$ cat config.mk
export PLATFORM = sky130hd
export DESIGN_NAME = ipv4_dotted_quad_parser_unit
export DESIGN_NICKNAME = d
export VERILOG_FILES = /design/src/rtl/ipv4dq_pkg.sv /design/src/rtl/ipv4dq_step.sv /design/src/rtl/ipv4dq_parser_unit.sv
export SDC_FILE = /design/constraint.sdc
export NUM_CORES = 1
export LEC_CHECK = 0
export BUFFER_PORTS_ARGS = -buffer_cell sky130_fd_sc_hd__buf_2
export CAP_MARGIN = 20
export CORE_MARGIN = 2
export CORE_UTILIZATION = 55
export DETAILED_ROUTE_END_ITERATION = 8
export MAX_ROUTING_LAYER = met4
export PLACE_DENSITY = 0.74
export SLEW_MARGIN = 15
export SYNTH_ARGS = -nofsm -noshare
export SYNTH_HDL_FRONTEND = slang
export SYNTH_HIERARCHICAL = 1
export SYNTH_SLANG_ARGS = --single-unit
$ cat constraint.sdc
create_clock -name clk_i -period 10.3 [get_ports clk_i]
set_input_delay 1.545 -clock clk_i [delete_from_list [all_inputs] [get_ports clk_i]]
set_output_delay 1.545 -clock clk_i [all_outputs]
set_load 0.01 [all_outputs]
$ cat src/rtl/ipv4dq_pkg.sv
// Package for the IPv4 dotted-quad parser: item types, parser state and
// character constants. No dependencies.
`timescale 1ns / 1ps
`default_nettype none

package ipv4dq_pkg;

  localparam logic [7:0] DotChar   = 8'h2E;
  localparam logic [7:0] ZeroChar  = 8'h30;
  localparam logic [7:0] NineChar  = 8'h39;
  localparam logic [11:0] MaxOctet = 12'd255;
  localparam logic [1:0] MaxDigits = 2'd3;
  localparam logic [1:0] MaxDots   = 2'd3;

  typedef struct packed {
    logic [7:0] char_byte;
    logic       last_char;
  } in_item_t;

  typedef struct packed {
    logic        is_valid;
    logic [31:0] address;
  } out_item_t;

  typedef struct packed {
    logic [23:0] upper_octets;
    logic [7:0]  field_value;
    logic [1:0]  field_digits;
    logic [1:0]  field_number;
    logic        error_seen;
  } parse_state_t;

  localparam parse_state_t StateClear = '0;

endpackage

`default_nettype wire

$ cat src/rtl/ipv4dq_step.sv
// Combinational character step: next parser state and the result item for
// one character. Depends on ipv4dq_pkg.
`timescale 1ns / 1ps
`default_nettype none

module ipv4dq_step (
  input  ipv4dq_pkg::parse_state_t state_i,
  input  ipv4dq_pkg::in_item_t     item_i,
  output ipv4dq_pkg::parse_state_t state_o,
  output ipv4dq_pkg::out_item_t    result_o
);
  import ipv4dq_pkg::*;

  logic         is_digit;
  logic         is_dot;
  logic [3:0]   digit;
  logic [11:0]  times_ten;
  logic [11:0]  new_value;
  parse_state_t upd;
  logic         ok;

  assign is_digit  = (item_i.char_byte >= ZeroChar) && (item_i.char_byte <= NineChar);
  assign is_dot    = (item_i.char_byte == DotChar);
  assign digit     = 4'(item_i.char_byte - ZeroChar);
  assign times_ten = {1'b0, state_i.field_value, 3'b000} + {3'b000, state_i.field_value, 1'b0};
  assign new_value = times_ten + {8'h00, digit};

  always_comb begin
    upd = state_i;
    if (!state_i.error_seen) begin
      if (is_digit) begin
        if (state_i.field_digits >= MaxDigits || new_value > MaxOctet) begin
          upd.error_seen = 1'b1;
        end else begin
          upd.field_value  = new_value[7:0];
          upd.field_digits = state_i.field_digits + 2'd1;
        end
      end else if (is_dot) begin
        if (state_i.field_digits == 2'd0 || state_i.field_number >= MaxDots) begin
          upd.error_seen = 1'b1;
        end else begin
          upd.upper_octets = {state_i.upper_octets[15:0], state_i.field_value};
          upd.field_number = state_i.field_number + 2'd1;
          upd.field_value  = '0;
          upd.field_digits = '0;
        end
      end else begin
        upd.error_seen = 1'b1;
      end
    end
  end

  assign ok = !upd.error_seen && (upd.field_number == MaxDots) && (upd.field_digits != 2'd0);

  assign result_o.is_valid = ok;
  assign result_o.address  = ok ? {upd.upper_octets, upd.field_value} : 32'd0;
  assign state_o           = item_i.last_char ? StateClear : upd;

endmodule

`default_nettype wire

$ cat src/rtl/ipv4dq_parser_unit.sv
// Top level of the IPv4 dotted-quad parser: input register, parser state,
// output register. Depends on ipv4dq_pkg and ipv4dq_step.
`timescale 1ns / 1ps
`default_nettype none
// A final character passes the input register; its result then loads the output register.
// Throughput: one character per cycle; a final character waits only while
// an earlier result sits stalled in the output register.
// Reset clears the input and output valid flags and the parser state.

module ipv4_dotted_quad_parser_unit (
  input  wire                     clk_i,
  input  wire                     rst_ni,
  input  wire                     in_valid_i,
  output logic                    in_stall_o,
  input  ipv4dq_pkg::in_item_t    in_item_i,
  output logic                    out_valid_o,
  input  wire                     out_stall_i,
  output ipv4dq_pkg::out_item_t   out_item_o
);
  import ipv4dq_pkg::*;

  logic         in_vld_q, in_vld_d;
  in_item_t     in_item_q;
  parse_state_t state_q, state_d;
  logic         out_vld_q, out_vld_d;
  out_item_t    out_item_q;
  parse_state_t step_state;
  out_item_t    step_result;
  logic         out_free;
  logic         advance;
  logic         in_take;
  logic         out_load;

  ipv4dq_step u_step (
    .state_i  (state_q),
    .item_i   (in_item_q),
    .state_o  (step_state),
    .result_o (step_result)
  );

  assign out_free = !out_vld_q || !out_stall_i;
  assign advance  = in_vld_q && (!in_item_q.last_char || out_free);
  assign out_load = advance && in_item_q.last_char;
  assign in_stall_o = in_vld_q && !advance;
  assign in_take  = in_valid_i && !in_stall_o;

  assign in_vld_d  = in_take ? 1'b1 : (advance ? 1'b0 : in_vld_q);
  assign state_d   = advance ? step_state : state_q;
  assign out_vld_d = out_load ? 1'b1 : (out_stall_i ? out_vld_q : 1'b0);

  always_ff @(posedge clk_i or negedge rst_ni) begin
    if (!rst_ni) begin
      in_vld_q  <= 1'b0;
      out_vld_q <= 1'b0;
      state_q   <= StateClear;
    end else begin
      in_vld_q  <= in_vld_d;
      out_vld_q <= out_vld_d;
      state_q   <= state_d;
    end
  end

  always_ff @(posedge clk_i) begin
    if (in_take) begin
      in_item_q <= in_item_i;
    end
    if (out_load) begin
      out_item_q <= step_result;
    end
  end

  assign out_valid_o = out_vld_q;
  assign out_item_o  = out_item_q;

endmodule

`default_nettype wire

==> run_results.csv, run 1 <==
group,metric,value,unit
outcome,outcome,"finished clean",
synthesis,yosysUniqueCellTypes,45,
synthesis,ys_warn_count,6,
synthesis,synth_area,5007,sq um
pwr,switching_share,24.76,%
die,die_area,9883,sq um
final_layout,mostFrequentLayoutCell,"nand2_1",
worst_setup_path,path_class,"in2out",
clock_network,cts-buffers-inserted,9,
worst_setup_path,max_stage_delay,0.63,ns
routing,vias,4126,
routing,wl,11460,um
clock_network,cts_resized,0,
sta,whs,0.5562,ns
clock_network,cts_setup_buffers,0,
routing,post_drt_wl_per_cell,17.29,um
placed_design,portBuffers,47,
sta,setup_ws,6.114,ns
sta,fin_setup_tns,0,ns
die,die_w,99.42,um
pwr,combPwrFrac,9.5,%
routing,drtAntennaViolNets,0,
pwr,p_per_area,123.2,nW/um^2
clock_network,cts.sinks,81,
synthesis,ys.flop_type,"edfxtp_1",
synthesis,synth_compound_area_share,19.39,%
synthesis,synth-async-reset-ratio,48.15,%
global_routing,grt_max_degree,78,
pwr,ir_drop,0.07047,mV
sta,fin_skew,0.01162,ns
placed_design,dp_cells,646,
clock_network,cts_buffer_depth,2,
clock_network,h-tree-depth,3,
final_layout,drive_gt1_share,19.28,%
pwr,power.leakage,2.231,nW
synthesis,synth_mux_area_share,0,%
worst_setup_path,worstSetupStartpointType,"input pin",
synthesis,synth-edff-count,42,
clock_network,clk_pin_slew,0.08,ns
final_layout,nets,583,
routing,vias_per_cell,6.223,
pwr,p_switching,0.0001660,W
worst_setup_path,critPathSlowestCell,"buf_2",
final_layout,layoutNonFillerInstCount,663,
die,io_pins,48,
routing,firstDrtPassIters,5,
sta,finalHoldViolCount,0,
routing,drt_iter0_drc,388,
clock_network,clk_latency,0.36,ns
worst_setup_path,cp.arrival,2.64,ns
synthesis,syn_nets,561,
worst_setup_path,worstPathCellList,"buf_2, nand4_1, inv_1, buf_2",
synthesis,synth_top_family_by_area,"simple AND/OR/NAND/NOR gates",
sta,slew_headroom,27.22,%
final_layout,synthToLayoutAreaGrowth,8.621,%
synthesis,avgSynthCellArea,9.484,sq um
placed_design,place.gp.congestion,0.8033,
global_routing,gr-total-overflow,0,
sta,fmax,238.9,MHz
sta,period_share,40.64,%
synthesis,yosysSeqAreaShare,44.68,%
synthesis,yosys_register_bits,81,
global_routing,antenna_found_initial,0,
worst_setup_path,r2r_setup_slack,6.12,ns
global_routing,grt_first_pass_wirelength,19060,um
die,start_util,57.14,%
clock_network,ctsHoldBuffers,0,
worst_setup_path,cp_max_fo,41,
sta,tightest_slew,1.092,ns
worst_setup_path,endpoint_kind,"primary output",
clock_network,cts_tree,"built",
sta,drv_slew,0,
placed_design,hpwlAfterDp,6779,um
pwr,intPower,0.0005043,W
pwr,clockPowerShare,37.3,%
synthesis,synth_cells,528,
flow_run,maxCapViolations,0,
worst_setup_path,path_common_cell,"buf_2",
die,num_rows,34,
placed_design,pre_cts_ws,6.063,ns
global_routing,grt_usage,24.79,%
worst_hold_path,min_path_type,"reg2reg",
final_layout,layout_common_cells,"nand2_1, buf_2, edfxtp_1",
sta,finalSetupViolations,0,
worst_setup_path,cp.required,8.76,ns
sta,rsz0062_at_grt,"false",
die,dieHeight,99.42,um
synthesis,synth_xor_area_share,0.8746,%
clock_network,root_buffer,"clkbuf_8",
routing,drcViolationCount,0,
global_routing,grt_pass1_vias,3720,
synthesis,synth_simple_gate_area_share,24.16,%
final_layout,diodes,0,
final_layout,n_fill_cell,747,
sta,period_minus_slack,4.186,ns
die,core,8763,sq um
pwr,p_seq_share,53.2,%
synthesis,synth_fa_ha_area_share,5.297,%
-- cell usage after synthesis, types with 3 or more instances --
| master | number | area share (%) |
|---|---|---|
| nand2_1 | 93 | 7.0 |
| edfxtp_1 | 42 | 25 |
| dfrtp_1 | 39 | 19 |
| nor2_1 | 39 | 2.9 |
| nand2b_1 | 38 | 4.7 |
| nand4_1 | 38 | 4.7 |
| a21oi_1 | 33 | 3.3 |
| o211ai_2 | 30 | 7.5 |
| a22oi_1 | 24 | 3.6 |
| clkbuf_1 | 21 | 1.6 |
| ha_1 | 18 | 4.5 |
| buf_2 | 13 | 1.3 |
| inv_1 | 13 | 0.97 |
| a21o_1 | 10 | 1.5 |
| o211ai_1 | 8 | 1.2 |
| nor3_1 | 7 | 0.70 |
| nor3b_1 | 6 | 0.90 |
| buf_6 | 5 | 1.1 |
| o21ai_0 | 5 | 0.50 |
| and2_1 | 4 | 0.50 |
| and3_1 | 4 | 0.50 |
| nand3_1 | 4 | 0.40 |
| buf_4 | 3 | 0.45 |
| nor2b_1 | 3 | 0.37 |
| nor4_1 | 3 | 0.37 |
| xnor2_1 | 3 | 0.52 |
-- power groups by stage --
stage                     Sequential, W  Clock (W)  Combinational (W)
after floorplan                0.000366          0          0.0000407
after global placement         0.000363          0          0.0000620
after detailed placement       0.000363          0          0.0000630
after CTS                      0.000357   0.000255          0.0000634
after global routing           0.000358   0.000268          0.0000700
final                          0.000357   0.000250          0.0000636
-- stage by stage --
| step | util (%) | total power, W | cell area, sq um |
|---|---|---|---|
| final | 62.06 | 0.0006702 | 5439 |
| after global routing | 62.06 | 0.0006955 | 5439 |
| after CTS | 61.84 | 0.0006748 | 5419 |
| after detailed placement | 59.44 | 0.0004265 | 5209 |
| after global placement | 59.44 | 0.0004252 | 5209 |
| after floorplan | - | 0.0004067 | 5007 |
-- cells by family (layout without fill, tap and decap cells) --
group / count (synthesis) / in the layout
flops: 81 / 81
fa+ha+maj: 20 / 20
buf+inv: 57 / 84
xor+xnor: 5 / 5
compound gates: 120 / 120
simple gates: 245 / 245
-- metal layers --
layer	vias to the layer above	global-route usage (%)	routed length, um
li1	1953	-	-
met1	1968	36.32	5215
met2	188	36.38	5321
met3	17	2.460	741
met4	0	8.325	181
met5	-	-	0
-- critical path: cells and delay by family --
family | cells | cell delay (ns)
buffers and inverters | 3 | 0.85
and+or+nand+nor | 1 | 0.24
-- area by class of cell --
| cell class | count | area, sq um | share of cell area [%] |
|---|---|---|---|
| Clock buffer | 10 | 127.6 | 2.346 |
| Clock inverter | 6 | 82.58 | 1.518 |
| Inverter | 14 | 53.80 | 0.9892 |
| Multi-Input combinational cell | 390 | 2507 | 46.10 |
| Sequential cell | 81 | 2237 | 41.13 |
| Tap cell | 108 | 135.1 | 2.484 |
| Timing Repair Buffer | 54 | 295.3 | 5.429 |
-- final timing paths --
check | endpoint | startpoint | cells after the start
min | state_q[32] | state_q[32] | 2
max | in_stall_o | out_stall_i | 4
min in group asynchronous | state_q[28] | rst_ni | 1
max in group asynchronous | state_q[2] | rst_ni | 1
max reg2reg | state_q[5] | state_q[5] | 13
min reg2reg | state_q[32] | state_q[32] | 2
-- state kept, by name, summed over array words and instances, names as in the netlist --
| register | cells |
|---|---|
| state_q | 37 |
| out_valid_o | 1 |
| out_item_o | 33 |
| in_vld_q | 1 |
| in_item_q | 9 |
(Power assumes the default switching activity.)
==> inputs of run 2 (changes only) <==
- CORE_UTILIZATION: 55 -> 54
- PLACE_DENSITY: 0.74 -> 0.76
- clock period: 10.3 -> 3.5 ns (I/O delays scaled with it)
==> run_results.csv, run 2 (synthesis gave the netlist of run 1 again) <==
group,metric,value,unit
sta,slew_headroom,28.43,%
clock_network,ctsHoldBuffers,0,
die,dieHeight,100.3,um
routing,drt_iter0_drc,446,
worst_setup_path,cp_max_fo,10,
worst_setup_path,endpoint_kind,"flip-flop",
sta,finalHoldViolCount,0,
clock_network,clk_latency,0.36,ns
global_routing,antenna_found_initial,0,
routing,drtAntennaViolNets,0,
placed_design,dp_cells,662,
routing,wl,12150,um
routing,vias_per_cell,6.209,
sta,fmax,290.4,MHz
worst_setup_path,critPathSlowestCell,"fa_2",
routing,post_drt_wl_per_cell,17.79,um
pwr,ir_drop,0.2223,mV
sta,fin_skew,0.01363,ns
final_layout,synthToLayoutAreaGrowth,13.37,%
global_routing,grt_first_pass_wirelength,19220,um
pwr,p_per_area,361.8,nW/um^2
final_layout,largest_register_ffs,37,
routing,firstDrtPassIters,5,
placed_design,hpwlAfterDp,7455,um
placed_design,portBuffers,47,
worst_setup_path,worst-path-buf-inv,3,
sta,period_minus_slack,3.444,ns
worst_setup_path,crit_family,"simple AND/OR/NAND/NOR gates",
die,start_util,54.97,%
clock_network,clk_pin_slew,0.09,ns
worst_setup_path,worstSetupStartpointType,"flip-flop",
routing,dr_wl_met3,933,um
sta,rsz0062_at_grt,"true",
die,die_w,100.3,um
clock_network,root_buffer,"clkbuf_8",
routing,wl_met2,5642,um
pwr,power.leakage,2.328,nW
final_layout,mostFrequentLayoutCell,"nand2_1",
die,core,9109,sq um
final_layout,nets,600,
clock_network,cts.sinks,81,
routing,vias,4241,
worst_setup_path,cp.arrival,3.67,ns
placed_design,placed_cell_area,5323,sq um
global_routing,grt_usage,24.72,%
clock_network,cts_buffer_depth,2,
final_layout,layout_common_cells,"nand2_1, buf_2, edfxtp_1",
routing,drcViolationCount,0,
clock_network,cts_tree,"built",
final_layout,multiInputGateArea,2601,sq um
final_layout,largest_register,"state_q",
worst_setup_path,path_class,"reg2reg",
final_layout,diodes,0,
routing,top_layer,"met4",
final_layout,drive_gt1_share,24.48,%
sta,drv_slew,0,
sta,finalSetupViolations,0,
final_layout,n_fill_cell,751,
flow_run,maxCapViolations,0,
global_routing,grt_pass1_vias,3818,
global_routing,grt_max_degree,76,
final_layout,seqCellArea,2237,sq um
routing,drt-met1-wl,5338,um
final_layout,finish.instance_area,5677,sq um
placed_design,place.gp.congestion,0.8976,
worst_setup_path,cp.required,3.73,ns
clock_network,h-tree-depth,3,
die,num_rows,35,
worst_hold_path,min_path_type,"in2async",
global_routing,gr-total-overflow,0,
final_layout,fin_util,62.32,%
die,die_area,10060,sq um
die,io_pins,48,
outcome,outcome,"finished clean",
sta,period_share,98.39,%
final_layout,layoutNonFillerInstCount,683,
sta,tightest_slew,1.071,ns
worst_setup_path,max_stage_delay,0.60,ns
clock_network,cts-buffers-inserted,9,
worst_setup_path,worstPathCellList,"inv_2, fa_2, inv_1, ha_4, a21oi_2, nor2_2, o21bai_1, or3b_4, buf_4, nor4_1, nor3_4, a21o_1, nand2_1, o211ai_2",
[run 2: changes by cell type in the layout (fill, tap and decap cells not counted), sizes merged]
cell,change
buf,+16
inv,+2
clkbuf,-1
clkinvlp,-1
or4b,+1
[run 2: area by class of cell]
cell class	instances	area share, %
Clock buffer	9	2.182
Clock inverter	7	1.785
Inverter	14	0.9478
Multi-Input combinational cell	391	45.82
Sequential cell	81	39.41
Tap cell	111	2.447
Timing Repair Buffer	70	7.406
[run 2: metrics by stage]
step	total power [W]	setup TNS [ns]	hold WS [ns]	setup slack, ns
floorplan	0.001197	0	0.2294	0.1108
global placement	0.001265	-0.9687	0.5218	-0.09200
detailed placement	0.001268	-4.997	0.5329	-0.2256
CTS	0.002037	0	0.3260	0.04218
global route	0.002114	-0.4490	0.3241	-0.07544
finish	0.002054	0	0.3029	0.05637
[run 2: report_power, final]
| group | switching, W | internal (W) | total [W] | leakage (nW) |
|---|---|---|---|---|
| logic | 0.000146 | 0.0000702 | 0.000216 | 1.27 |
| clock network | 0.000374 | 0.000410 | 0.000783 | 0.113 |
| registers | 0.0000213 | 0.00103 | 0.00105 | 0.945 |
[run 2: worst paths after layout]
check,start,slack (ns),cells after the start,endpoint
worst min-delay path,rst_ni,0.30,1,state_q[35]
worst max register to register,in_item_q[4],0.06,14,state_q[10]
min in group clk_i,in_item_i[2],0.33,1,in_item_q[2]
worst min register to register,in_vld_q,0.56,2,out_valid_o
worst max-delay path,in_item_q[4],0.06,14,state_q[10]
max in group asynchronous,rst_ni,2.59,1,state_q[12]
[run 2: metal layers]
layer  track usage, %  vias up
met2            36.91      190
met4            7.376        0
li1                 -     1983
met5                -        -
met1            34.96     2046
met3            3.969       22
[run 2: repair_timing]
action | CTS | global route
resized for setup | 3 | 17
setup endpoints to repair | 41 | 33
pin swaps | 1 | 11
buffers inserted | 0 | 4
gates cloned | 0 | 1
==> inputs of run 3 (changes only) <==
- ABC_AREA: not set -> 1
- BUFFER_PORTS_ARGS: -buffer_cell sky130_fd_sc_hd__buf_2 -> not set
- CORE_UTILIZATION: 54 -> 55
- DONT_BUFFER_PORTS: not set -> 1
- PLACE_DENSITY: 0.76 -> 0.72
- SYNTH_HIERARCHICAL: 1 -> not set
==> run_results.csv, run 3 <==
group,metric,value,unit
outcome,outcome,"finished clean",
synthesis,synth_commonest_cells,"nand2_1, inv_1, edfxtp_1",
clock_network,clk_pin_slew,0.08,ns
worst_setup_path,worst-path-buf-inv,3,
worst_setup_path,endpoint_kind,"flip-flop",
synthesis,ys.flop_type,"edfxtp_1",
pwr,ir_drop,0.3013,mV
die,io_pins,48,
worst_setup_path,r2r_setup_slack,0.31,ns
sta,period_share,91.02,%
worst_setup_path,r2r-end,"out_item_o[8]",
global_routing,grt_max_degree,40,
flow_run,maxCapViolations,0,
final_layout,synthToLayoutAreaGrowth,7.806,%
clock_network,clk_latency,0.36,ns
final_layout,diodes,0,
die,start_util,56.83,%
sta,fin_setup_tns,0,ns
clock_network,cts-buffers-inserted,9,
sta,period_minus_slack,3.186,ns
synthesis,synth_top_area_cell,"edfxtp_1",
pwr,p_per_area,374.0,nW/um^2
sta,slew_headroom,58.99,%
final_layout,nets,482,
die,die_w,93.36,um
worst_hold_path,min_path_type,"in2reg",
synthesis,yosysMostFrequentCell,"nand2_1",
synthesis,yosysUniqueCellTypes,33,
pwr,switching_share,25.68,%
pwr,clockPowerShare,35.7,%
final_layout,layout_common_cells,"nand2_1, inv_1, edfxtp_1",
sta,fmax,313.9,MHz
worst_setup_path,critPathSlowestCell,"fa_1",
global_routing,grt_first_pass_wirelength,14220,um
pwr,combPwrFrac,4.8,%
synthesis,yosys_register_bits,81,
routing,wl,8479,um
final_layout,drive_gt1_share,19.38,%
global_routing,antenna_found_initial,0,
global_routing,grt_pass1_vias,2985,
routing,drtAntennaViolNets,0,
sta,drv_slew,0,
synthesis,synth-async-reset-ratio,48.15,%
worst_setup_path,worstPathCellList,"inv_1, fa_1, fa_1, inv_1, nand2_1, nand2_2, nand3_2, nand3_1, nand2_2, nor2_4, nand2_4, nand2_4, nand2_4, nand2_2, nand3_2, nand2_4, buf_12, nor2_1",
placed_design,portBuffers,0,
worst_setup_path,crit_family,"simple AND/OR/NAND/NOR gates",
worst_setup_path,path_class,"reg2reg",
pwr,power.leakage,1.935,nW
worst_setup_path,cp_max_fo,11,
clock_network,cts.sinks,81,
synthesis,synth_cells,442,
final_layout,largest_register_ffs,37,
sta,finalHoldViolCount,0,
worst_setup_path,crit_end,"out_item_o[8]",
die,dieHeight,93.36,um
die,die_area,8716,sq um
pwr,intPower,0.001316,W
worst_setup_path,cp.arrival,3.30,ns
routing,post_drt_wl_per_cell,15.25,um
synthesis,netlist.area_leader.share,28.72,%
worst_setup_path,cp.depth,18,
clock_network,root_buffer,"clkbuf_8",
routing,drcViolationCount,0,
pwr,p_switching,0.0004548,W
routing,vias,2929,
routing,firstDrtPassIters,4,
global_routing,gr-total-overflow,0,
clock_network,cts_setup_buffers,0,
die,core,7727,sq um
pwr,p_seq_share,59.4,%
placed_design,place.gp.congestion,0.9115,
placed_design,hpwlAfterDp,6064,um
sta,tightest_slew,0.6129,ns
routing,vias_per_cell,5.268,
worst_setup_path,max_stage_delay,0.52,ns
clock_network,cts_tree,"built",
worst_setup_path,worstSetupStartpointType,"flip-flop",
clock_network,cts_buffer_depth,2,
sta,fin_skew,0.009144,ns
worst_setup_path,r2r-start,"state_q[5]",
global_routing,grt_usage,21.96,%
synthesis,avgSynthCellArea,9.936,sq um
sta,rsz0062_at_grt,"false",
sta,whs,0.2653,ns
sta,finalSetupViolations,0,
synthesis,ys_warn_count,0,
die,num_rows,32,
routing,drt_iter0_drc,279,
worst_setup_path,r2r_cells,18,
final_layout,largest_register,"state_q",
worst_setup_path,path_common_cell,"nand2_4",
synthesis,synth-edff-count,42,
worst_setup_path,cp.required,3.61,ns
final_layout,mostFrequentLayoutCell,"nand2_1",
synthesis,synth_top_cells_by_area,"edfxtp_1, dfrtp_1, nor2_4",
synthesis,syn_nets,475,
synthesis,synth_area,4392,sq um
worst_setup_path,startpoint,"state_q[5]",
synthesis,yosysSeqAreaShare,50.94,%
clock_network,h-tree-depth,3,
## run 3: cell types whose count changed in the layout (fill, tap and decap cells not counted), sizes merged, moves of 10 or more
cell    previous run  this run
nand3              4        19
nand4             38         1
o22ai              0        18
buf               70         9
nand2b            38         0
a21oi             33         2
o211ai            38         0
a21o              10         0
o21ai              6        41
nand2             93       103
inv               15        80
a22oi             24         6
## run 3: metal layers
| layer | track usage (%) | part of all wire [%] | up-vias |
|---|---|---|---|
| li1 | - | - | 1447 |
| met1 | 29.05 | 45 | 1359 |
| met2 | 31.89 | 46 | 104 |
| met3 | 6.124 | 6.6 | 19 |
| met4 | 9.559 | 2.2 | 0 |
| met5 | - | 0 | - |
## run 3: how the worst min path moves through the flow
stage | start | end | slack [ns] | cells after the start
2_1_floorplan | rst_ni | in_vld_q | 0.23 | 0
4_1_cts | in_item_i[3] | in_item_q[3] | 0.24 | 0
6_report | in_item_i[3] | in_item_q[3] | 0.27 | 0
3_5_place_dp | rst_ni | state_q[32] | 0.23 | 0
3_3_place_gp | rst_ni | state_q[32] | 0.23 | 0
5_1_grt | in_item_i[3] | in_item_q[3] | 0.24 | 0
## run 3: kinds of logic (layout without fill, tap and decap cells)
group / after synthesis / in the layout / synth area share, %
adder cells (fa/ha/maj): 20 / 20 / 6.040
AND/OR/NAND/NOR: 174 / 174 / 23.85
AO/OA/AOI/OAI: 68 / 68 / 8.775
flip-flops: 81 / 81 / 50.94
XOR/XNOR: 5 / 5 / 0.9973
buffers and inverters: 93 / 105 / 9.145
multiplexers: 1 / 1 / 0.2564
## run 3: cell type report
type	count	area, sq um
Tap cell	102	127.6
Inverter	79	296.5
Fill cell	626	2993
Sequential cell	81	2237
Clock inverter	7	56.30
Clock buffer	9	123.9
Timing Repair Buffer	10	140.1
Multi-Input combinational cell	268	1753
## run 3: per-stage QoR
step	util, %	cells	setup slack (ns)	area (sq um)	total power [W]
2_1_floorplan	-	442	0.6189	4392	0.001119
3_3_place_gp	58.55	538	0.4380	4524	0.001145
3_5_place_dp	58.55	538	0.3427	4524	0.001147
4_1_cts	61.27	556	0.3259	4735	0.001792
5_1_grt	61.27	556	0.1392	4735	0.001837
6_report	61.27	556	0.3142	4735	0.001771
## run 3: timing repair
item	4_1_cts	5_1_grt
resized for setup	0	0
hold buffers	2	0
endpoints found under the hold margin	39	0
## run 3: power groups by stage
stage / clock (W) / combinational (W) / sequential, W
after global placement: 0 / 0.0000721 / 0.00107
after floorplan: 0 / 0.0000492 / 0.00107
after global routing: 0.000686 / 0.0000953 / 0.00106
after detailed placement: 0 / 0.0000730 / 0.00107
final: 0.000632 / 0.0000857 / 0.00105
after CTS: 0.000652 / 0.0000866 / 0.00105
